===== src/rtl/core/assert_macros.svh =====
// assertion macros used by the solver
// no dependencies
`ifndef ASSERT_MACROS_SVH
`define ASSERT_MACROS_SVH
// a implies b on the same edge
`define ASSERT_IMPL(label, a, b) \
  label: assert property (@(posedge clk) disable iff (rst) (a) |-> (b)) else $error("a");
// a implies b on the next edge
`define ASSERT_NEXT(label, a, b) \
  label: assert property (@(posedge clk) disable iff (rst) (a) |=> (b)) else $error("n");
`endif


===== src/rtl/core/tds_ram.sv =====
// generic simple dual port ram (one write port, one read port) with registered read
// no dependencies
module tds_ram #(
  parameter int WIDTH = 32,
  parameter int DEPTH = 64
) (
  input  logic                     clk,
  input  logic                     we,
  input  logic [$clog2(DEPTH)-1:0] waddr,
  input  logic [WIDTH-1:0]         wdata,
  input  logic [$clog2(DEPTH)-1:0] raddr,
  output logic [WIDTH-1:0]         rdata
);
  logic [WIDTH-1:0] mem [DEPTH];

  // write and registered read
  always_ff @(posedge clk) begin
    if (we) mem[waddr] <= wdata;
    rdata <= mem[raddr];
  end
endmodule


===== config.mk =====
export PLATFORM = sky130hd
export DESIGN_NAME = tds_ram
export DESIGN_NICKNAME = d
export VERILOG_FILES = /design/src/rtl/core/assert_macros.svh /design/src/rtl/core/tds_ram.sv
export SDC_FILE = /design/constraint.sdc
export NUM_CORES = 2
export LEC_CHECK = 0
export ABC_AREA = 1
export CORE_MARGIN = 2
export CORE_UTILIZATION = 25
export CTS_BUF_LIST = sky130_fd_sc_hd__clkbuf_2
export DETAILED_ROUTE_END_ITERATION = 16
export DONT_BUFFER_PORTS = 1
export PLACE_DENSITY = 0.45
export SYNTH_ARGS = -nofsm -noshare
export SYNTH_HDL_FRONTEND = slang
export SYNTH_SLANG_ARGS = --single-unit

===== constraint.sdc =====
create_clock -name clk -period 6.7 [get_ports clk]
set_input_delay 1.34 -clock clk [delete_from_list [all_inputs] [get_ports clk]]
set_output_delay 1.34 -clock clk [all_outputs]
set_load 0.02 [all_outputs]

==> impl_metrics.json <==
{
  "status": "finished with violations",
  "violations": "slew limit",
  "synth_area_per_cell_um2": 12.2,
  "synth_ff_type": "edfxtp_1",
  "grt_util_met2": 0.266,
  "worstReg2RegStart": "mem[55][30]$_DFFE_PP_",
  "finClkSkew_ns": 0.214,
  "final-setup-viol-count": 0,
  "synth-edff-count": 2048,
  "synth_async_sr_flop_share": 0,
  "path_depth": 0,
  "fin_crit_sh": 0.612,
  "clock-sinks": 2080,
  "crit_fanout": 1,
  "synth-seq-cells": 2080,
  "relSlewSlack": -0.175,
  "drt-pass1-iter-count": 5,
  "rsz0062_at_grt": "no",
  "arrival_ns": 2.76,
  "grtUsageMet1": 0.220,
  "die_h_um": 579,
  "cts_made_buffers": 562,
  "grt_usage": 0.163,
  "drc": 0,
  "rrSetupSlack_ns": 4.32,
  "die_w_um": 579,
  "synth_warnings": 0,
  "antenna_left": 0,
  "drv_cap": 0,
  "grt-ovfl-total": 0,
  "via_count": 55653,
  "nFillCells": 33860,
  "dr.first_iter.drc_count": 5177,
  "grt_max_degree": 1026,
  "drive_above_1_share": 0.150,
  "whs_path_depth": 5,
  "crit_path_start_kind": "flip-flop",
  "hold_violations": 0,
  "maxSlewViolCount": 201,
  "layout_common_cells": "nand2_1, edfxtp_1, nand3_1, clkbuf_2, buf_4",
  "p_leak_uw": 0.0332,
  "cts.repair.resized": 0,
  "cts_setup_buffers": 0,
  "dp_cells": 10810,
  "crit_required_ns": 5.36,
  "htreeDepth": 6,
  "cts_tree": "yes",
  "grt_pass1_wl_um": 399000,
  "cp-endpoint": "rdata[8]",
  "core_um2": 330000,
  "synthesis.nets": 6815,
  "ys_types": 16,
  "synthesis.area_um2": 82700,
  "dieArea_um2": 336000,
  "worst-r2r-cell-count": 10,
  "grt_pass1_vias": 54641,
  "fmax_mhz": 244,
  "syn_inst": 6769,
  "p_per_area_nw_per_um2": 268,
  "r2r_end": "rdata[30]$_DFF_P_",
  "portBuffers": 0,
  "holdBufCountCts": 80,
  "hp-class": "in -> reg",
  "nNetsFinal": 7138,
  "met3_usage": 0.0290,
  "ys_seq_area_frac": 0.751,
  "vias_per_cell": 4.70,
  "ir_drop_v": 0.000113,
  "finalWirelength_um": 280000,
  "rows": 211,
  "final_cells": 11852,
  "hpwl_um": 137000,
  "place.gp.congestion": 0.772,
  "syn2layout_area_growth_pct": 13.8,
  "path_class": "reg -> out",
  "drt-wirelength-per-cell_um": 23.7,
  "path_clk_slew_ns": 0.09,
  "startpoint": "rdata[8]$_DFF_P_",
  "finalHoldWorstSlack_ns": 0.220,
  "grt_antenna_before_repair": 22,
  "initial_core_util": 0.251,
  "io_pins": 78,
  "min_period_ns": 4.10,
  "setup_tns_ns": 0,
  "worst_pin_slew_ns": 1.76,
  "layout_commonest_cell": "nand2_1",
  "clk_latency_ns": 1.79,
  "grt_busiest_layer": "met2",
  "cts_root_buf": "clkbuf_2",
  "worstSetupEndpointType": "primary output",
  "cts_buffer_depth": 4
}
==> worst min-delay path by stage <==
stage,from,end,slack (ns)
2_1_floorplan,mem[14][0]$_DFFE_PP_,rdata[0]$_DFF_P_,0.72
3_3_place_gp,mem[36][24]$_DFFE_PP_,rdata[24]$_DFF_P_,0.81
3_5_place_dp,mem[52][3]$_DFFE_PP_,rdata[3]$_DFF_P_,0.78
4_1_cts,raddr[3],rdata[27]$_DFF_P_,0.005
5_1_grt,raddr[3],rdata[1]$_DFF_P_,0.01
6_report,raddr[3],rdata[15]$_DFF_P_,0.22
==> sequential cells by signal, summed over array words and instances (netlist names) <==
| name | cells |
|---|---|
| mem | 2048 |
| rdata | 32 |
==> synth_stat cells (3+ instances only) <==
library cell / count / area share
inv_1: 9 / 0.00041
buf_2: 282 / 0.017
edfxtp_1: 2048 / 0.74
nor4_1: 8 / 0.00060
nand4_1: 9 / 0.00068
nand2_1: 2248 / 0.10
buf_1: 40 / 0.0018
clkbuf_1: 77 / 0.0035
buf_4: 45 / 0.0041
dfxtp_1: 32 / 0.0077
nor2_1: 56 / 0.0025
buf_6: 3 / 0.00041
nand3_1: 1907 / 0.12
==> logic make-up after synthesis <==
group,Yosys count,synth area share
and+or+nand+nor,4228,0.221
DFF,2080,0.751
buffers and inverters,461,0.0278
==> metrics by stage <==
stage	area (um2)	setup WS [ns]	power, uW	utilization
CTS	94100	2.40	25500	0.285
global placement	87600	2.18	15900	0.266
finish	94200	2.60	25300	0.286
floorplan	82700	1.23	15600	-
detailed placement	87600	2.26	15900	0.266
global route	94200	2.54	26300	0.286
==> routing by layer <==
layer	share of wire	vias up
li1	-	25135
met1	0.44	28120
met2	0.47	1983
met3	0.061	405
met4	0.027	10
met5	0.00027	-
==> area by class of cell <==
| class | instances | area [um2] | area share |
|---|---|---|---|
| diodes | 10 | 25.0 | 0.000266 |
| clock buffers | 837 | 4190 | 0.0445 |
| clock inverters | 111 | 841 | 0.00893 |
| inverters | 12 | 82.6 | 0.000877 |
| multi-input cells | 4228 | 18800 | 0.199 |
| flip-flops and latches | 2080 | 62100 | 0.660 |
| well taps | 4366 | 5460 | 0.0580 |
| repair buffers | 208 | 2680 | 0.0284 |
==> power by group <==
group / total (uW) / leakage, uW / internal [uW] / switching, uW
Combinational: 1580 / 0.0106 / 429 / 1150
Sequential: 14500 / 0.0187 / 14400 / 116
Clock: 9180 / 0.00389 / 3830 / 5360
(Power assumes the default switching activity.)
