===== config.mk =====
export PLATFORM = sky130hd
export DESIGN_NAME = tds_div
export DESIGN_NICKNAME = d
export VERILOG_FILES = /design/src/rtl/core/assert_macros.svh /design/src/rtl/core/tds_pkg.sv /design/src/rtl/core/tds_div.sv
export SDC_FILE = /design/constraint.sdc
export NUM_CORES = 1
export LEC_CHECK = 0
export BUFFER_PORTS_ARGS = -buffer_cell sky130_fd_sc_hd__buf_2
export CAP_MARGIN = 20
export CORE_ASPECT_RATIO = 0.8
export CORE_MARGIN = 10
export CORE_UTILIZATION = 43
export CTS_CLUSTER_SIZE = 40
export DETAILED_ROUTE_END_ITERATION = 8
export MAX_ROUTING_LAYER = met4
export PLACE_DENSITY = 0.64
export SYNTH_ARGS = -nofsm -noshare
export SYNTH_HDL_FRONTEND = slang
export SYNTH_SLANG_ARGS = --single-unit

===== constraint.sdc =====
create_clock -name clk -period 19.8 [get_ports clk]
set_clock_uncertainty 0.2 [all_clocks]
set_input_delay 1.98 -clock clk [delete_from_list [all_inputs] [get_ports clk]]
set_output_delay 1.98 -clock clk [all_outputs]
set_load 0.03 [all_outputs]

===== src/rtl/core/assert_macros.svh =====
// assertion macros used by the solver
// no dependencies
`ifndef ASSERT_MACROS_SVH
`define ASSERT_MACROS_SVH
// a implies b on the same edge
`define ASSERT_IMPL(label, a, b) \
  label: assert property (@(posedge clk) disable iff (rst) (a) |-> (b)) else $error("a");
// a implies b on the next edge
`define ASSERT_NEXT(label, a, b) \
  label: assert property (@(posedge clk) disable iff (rst) (a) |=> (b)) else $error("n");
`endif


===== src/rtl/core/tds_pkg.sv =====
// types and constants for the tridiagonal solver
// no dependencies
package tds_pkg;
  localparam logic [2:0] ST_OK       = 3'd0;
  localparam logic [2:0] ST_BOUNDARY = 3'd1;
  localparam logic [2:0] ST_NOTDOM   = 3'd2;
  localparam logic [2:0] ST_ZSUB     = 3'd3;
  localparam logic [2:0] ST_ZSUPER   = 3'd4;
  localparam logic [2:0] ST_SWEEP    = 3'd5;
  localparam logic [2:0] ST_FEW      = 3'd6;
  localparam logic [2:0] ST_MANY     = 3'd7;
  localparam logic signed [63:0] SAT_HI = 64'sd2147483647;
  localparam logic signed [63:0] SAT_LO = -64'sd2147483648;

  // saturate a wide signed value to 32 bits
  function automatic logic signed [31:0] sat32(input logic signed [63:0] v);
    logic signed [31:0] r;
    if (v > SAT_HI) r = 32'sh7fffffff;
    else if (v < SAT_LO) r = 32'sh80000000;
    else r = v[31:0];
    return r;
  endfunction

  // magnitude of a wide signed value
  function automatic logic [63:0] mag64(input logic signed [63:0] v);
    logic [63:0] r;
    r = v[63] ? 64'(-v) : 64'(v);
    return r;
  endfunction
endpackage


===== src/rtl/core/tds_div.sv =====
// restoring divider, one quotient bit per cycle, rounded half away from zero
// uses tds_pkg
module tds_div
  import tds_pkg::*;
#(
  parameter int FRAC_BITS = 16
) (
  input  logic               clk,
  input  logic               rst,
  input  logic               start,
  input  logic signed [32:0] num,
  input  logic signed [63:0] den,
  output logic               done,
  output logic signed [63:0] quo
);
  localparam int QW = 32 + FRAC_BITS + 2;
  localparam int CW = $clog2(QW + 1);

  logic [QW-1:0] dividend;
  logic [QW:0]   rem;
  logic [63:0]   dmag;
  logic [QW-1:0] q;
  logic [CW-1:0] cnt;
  logic          neg;
  logic          busy;
  logic [QW:0]   trial;
  logic [QW:0]   rem_sh;

  // shift in one bit and try subtraction
  always_comb begin
    rem_sh = {rem[QW-1:0], dividend[QW-1]};
    trial  = rem_sh - (QW+1)'({dmag, 1'b0});
  end

  // sequencer for the quotient bits of (2n<<F + d)/(2d)
  always_ff @(posedge clk) begin
    if (rst) begin
      busy <= 1'b0;
      done <= 1'b0;
    end else begin
      done <= 1'b0;
      if (start) begin
        busy     <= 1'b1;
        cnt      <= CW'(QW);
        rem      <= '0;
        q        <= '0;
        dmag     <= mag64(den);
        neg      <= num[32] ^ den[63];
        dividend <= QW'((mag64(64'(num)) << (FRAC_BITS + 1)) + mag64(den));
      end else if (busy) begin
        dividend <= dividend << 1;
        if (!trial[QW]) begin
          rem <= trial;
          q   <= {q[QW-2:0], 1'b1};
        end else begin
          rem <= rem_sh;
          q   <= {q[QW-2:0], 1'b0};
        end
        cnt <= cnt - 1'b1;
        if (cnt == CW'(1)) begin
          busy <= 1'b0;
          done <= 1'b1;
        end
      end
    end
  end

  assign quo = neg ? -$signed(64'(q)) : $signed(64'(q));
endmodule


==> results <==
- The run finished with clean final reports.
- The die area is 44,070 um2.
- The number of core rows is 62.
- The minimum period implied by the final worst setup slack is 6.607 ns.
- The number of setup buffers added after CTS is 0.
- The capture endpoint of the worst hold path is done$_SDFF_PP0_.
- The count of final max-slew check failures is 0.
- The completed layout was analyzed and its total power is 1.613 mW.
- The synthesized netlist occupies a cell area of 15,490 um2.
- TritonCTS built the clock tree.
- The congestion estimate from routability-driven global placement came to 0.9054.
- Of the total synthesized cell area, the portion taken by XOR and XNOR cells is 10.52%.
- Counting every instance in the synthesized netlist gives 1,633.
- The die extent in y is 189.8 um.
- Along the worst hold path, the cell count comes to 1.
- Summed over all nets, the half-perimeter wirelength after detailed placement is 30,270 um.
- Summing the areas of all fa, ha and maj instances in the mapped netlist gives 7.108% of the synthesized area.
- After clock tree synthesis, the clock-pin slew on the worst setup and hold paths is 0.06 ns.
- Setup slack on the worst reg-to-reg path comes out at 14.92 ns.
- The signal on the critical path passes through or4_4 -> nor3_4 -> nand4_1 -> or3_4 -> or3_4 -> or4_4 -> or3_1 -> o31ai_4 -> xnor2_1 -> buf_2.
- The power density over the cells is 91.76 nW/um2.
- Across the run, the number of max-cap violations was 0.
- The DRC violations left is 0.
- The I/O pin count is 165.
- Setup slack on the critical path of the routed design comes to 13.19 ns.
- The number of gates given a new drive strength after cts is 0.
- The count of port buffers added during placement is 151.
- Setup total negative slack on the finished layout was measured at 0 ns.
- The post-placement setup slack is 12.83 ns.
- The maximum single-stage delay on the critical path is 0.57 ns.
- The first global-routing pass estimated 65,180 um of wire.
- The average routed wire per standard cell is 18.09 um.
- The leakage power of the design is 6.710 nW.
- After global routing the overflow that remains totals 0.
- Data on the critical path is required at its endpoint by 17.62 ns.
- The worst setup path is launched from a flop.
- Setup violations remaining at the end of the flow were counted as 0.
- Across the VDD grid, the largest voltage drop is 0.06778 mV.
- After Yosys synthesis, and, or, nand and nor cells account for 18.16% of the synthesized area.
- The achievable frequency is 151.4 MHz.
- The overall via count from detail_route is 12,700.
- The worst-skew pair later-pin latency is 0.54 ns.
- Along the worst path, the maximum fanout reaches 10.
- Setup repair after global routing left no endpoint under its margin.
- The final hold violation count came to 0.
- The startpoint identified for the worst register-to-register timing path is rem[1]$_SDFFCE_PP0P_.
- For this run, the register share of the synthesized area comes to 40.38%.
- For this run, asynchronously set or reset flops after synthesis account for 0%.
- The maximum clock path buffer count is 3.
- The final clock period utilization by the worst path is 33.37%.
- The global-route usage over all layers is 18.53%.
- At the pin with the least slew margin, the transition time is 0.9177 ns.
- Entering global routing, the biggest net connects 82 pins.
- The multi-input combinational cells in the finished layout cover a total of 8667 um2.
- For this run, the post-layout net count is 1,941.
- For the worst flop-to-flop path, the logic depth is 12.
- The tree is rooted in a clkbuf_16.
- The number of distinct library cells after synthesis is 87.
- The detailed-router iteration count before antenna repair is 7.
- By area, the combinational part of the netlist is dominated by simple AND/OR/NAND/NOR gates.
- The synthesized netlist net count is 1,819.
- The iteration-0 DRC count of the detailed router is 1,165.
- The synthesized netlist devotes 17.88% of its cell area to compound gates.
- The die span in x is 232.2 um.
- Relative to the synthesized area, the layout overhead comes to 13.44%.
- The relative slew slack is 38.82%.
- The number of enable-type register cells in the synthesized netlist is 207.
- The number of nets with antenna violations after detailed routing is 0.
- The final layout contains routed wiring with a total length of 40,900 um.
- The signal arrival time at the worst endpoint is 4.43 ns.
- After synthesis the netlist holds a flip-flop and latch count of 209.
- Clock tree synthesis found a total of 209 sinks.
- Summing all flip-flop and latch instances after layout gives 6256 um2.
- Multiplexer cells account for 2.019% of the synthesized area.
- The total CTS buffers is 25.
- Of the cells placed in the final design, the portion with a size suffix greater than 1 is 15.39%.
- The startpoint-to-endpoint class of the critical path is flop to output port.
- The via count of the first global-routing pass came to 11,980.
- Dividing the detail-routed via count by the number of cells gives 5.616.
- CTS built an H-tree with a depth of 1.
- The number of synthesis warnings is 0.
- Buffers inserted to repair hold after CTS numbered 0.
- The slowest cell on the critical path is or4_4.
- The initial antenna violation count came to 7.
- For this configuration, the core starts out at a cell density of 43.32%.
- The capturing point of the worst reg2reg path is rem[35]$_SDFFCE_PP0P_.
- The synthesized area divided by synthesized cell count is 9.486 um2.
- The worst hold path begins at busy$_SDFF_PP0_.
- The filler cell count in the final layout is 3,350.
- For this run, the leading register cell type out of synthesis is edfxtp_1.
- The worst hold path belongs to the class flop to flop.
- The core footprint is 35,760 um2.
- The endpoint kind of the worst setup timing path is an output port.
[how the worst max path moves through the flow]
stage                   startpoint                      to  slack [ns]  cells after the start
2_1_floorplan                start    cnt[0]$_SDFFCE_PP0P_        9.80                      4
3_3_place_gp                den[4]  dividend[49]$_DFFE_PP_       12.92                     18
3_5_place_dp                den[4]  dividend[49]$_DFFE_PP_       12.83                     18
4_1_cts        q[16]$_SDFFCE_PP0P_                 quo[49]       13.17                     10
5_1_grt                     den[4]  dividend[46]$_DFFE_PP_       12.90                     18
6_report        q[7]$_SDFFCE_PP0P_                 quo[49]       13.19                     10
[worst max-delay path: cells and delay by family (launching register included)]
kind                      cells  cell delay, ns
xor gates and xnor gates      1            0.15
AOI/OAI and AO/OA             1            0.26
and+or+nand+nor               7            2.80
DFF                           1            0.45
buffers and inverters         1            0.23
[metrics by stage]
step / hold slack [ns] / std cells / area [um2] / utilization [%]
global placement: 0.2750 / 2208 / 16700 / 46.70
CTS: 0.2783 / 2254 / 17560 / 49.09
global route: 0.2985 / 2261 / 17570 / 49.14
finish: 0.2915 / 2261 / 17570 / 49.14
floorplan: 0.2600 / 1633 / 15490 / -
detailed placement: 0.2820 / 2208 / 16700 / 46.70
[registers in the layout (all words and copies together) (netlist names)]
signal	cells
dmag	50
q	50
rem	50
dividend	50
cnt	6
neg	1
done	1
busy	1
[routing by layer]
metal / share of wire [%] / vias up / GRT usage [%] / routed length (um)
met1: 49 / 6063 / 26.45 / 20190
li1: - / 6251 / - / -
met2: 43 / 335 / 26.67 / 17550
met5: 0 / - / - / 0
met3: 5.9 / 48 / 3.186 / 2394
met4: 1.9 / 0 / 4.668 / 767
[cell type report]
| type | count | area share [%] |
|---|---|---|
| Antenna cell | 7 | 0.09968 |
| Clock buffer | 36 | 3.966 |
| Clock inverter | 10 | 0.8900 |
| Inverter | 90 | 1.922 |
| Multi-Input combinational cell | 1267 | 49.32 |
| Sequential cell | 209 | 35.60 |
| Tap cell | 480 | 3.418 |
| Timing Repair Buffer | 162 | 4.785 |
[cell families (layout without fill, tap and decap cells)]
logic type,after synthesis,count (layout)
and+or+nand+nor,545,545
AOI/OAI and AO/OA,421,421
DFF,209,209
xor gates and xnor gates,186,186
buffers and inverters,157,298
adders and majority gates,87,87
muxes,28,28
other,0,7
[cell usage after synthesis, drive strengths merged (18+ instances only)]
cell type | n | area share [%]
o31ai | 41 | 2.2
nand2b | 22 | 0.89
nor2b | 59 | 2.4
a21o | 26 | 1.3
clkbuf | 55 | 1.3
o21ai | 91 | 3.0
a21oi | 123 | 4.0
or3 | 32 | 1.4
nor3 | 25 | 0.91
nor2 | 97 | 2.4
xor2 | 25 | 1.4
mux2 | 26 | 1.9
or4 | 21 | 1.1
nand3 | 32 | 1.1
ha | 84 | 6.8
nand2 | 172 | 4.2
o41ai | 18 | 1.1
inv | 90 | 2.2
xnor2 | 161 | 9.1
edfxtp | 207 | 40
o21a | 24 | 1.2
[layout by cell type (no fill, tap or decap), types with 26 or more instances in the layout]
| master | count |
|---|---|
| ha_1 | 84 |
| mux2_2 | 26 |
| edfxtp_1 | 207 |
| o21ai_0 | 87 |
| nand3_1 | 31 |
| nor2_1 | 95 |
| inv_1 | 89 |
| nor2b_1 | 59 |
| o31ai_1 | 39 |
| xnor2_1 | 160 |
| buf_2 | 150 |
| or3_1 | 29 |
| a21oi_1 | 122 |
| a21o_1 | 26 |
| nand2_1 | 172 |
[power by group]
group | internal (mW) | switching, mW | leakage, nW
Combinational | 0.215 | 0.336 | 4.29
Sequential | 0.551 | 0.0241 | 2.01
Clock | 0.297 | 0.189 | 0.416
Total | 1.06 | 0.550 | 6.71
(Power assumes the default switching activity.)
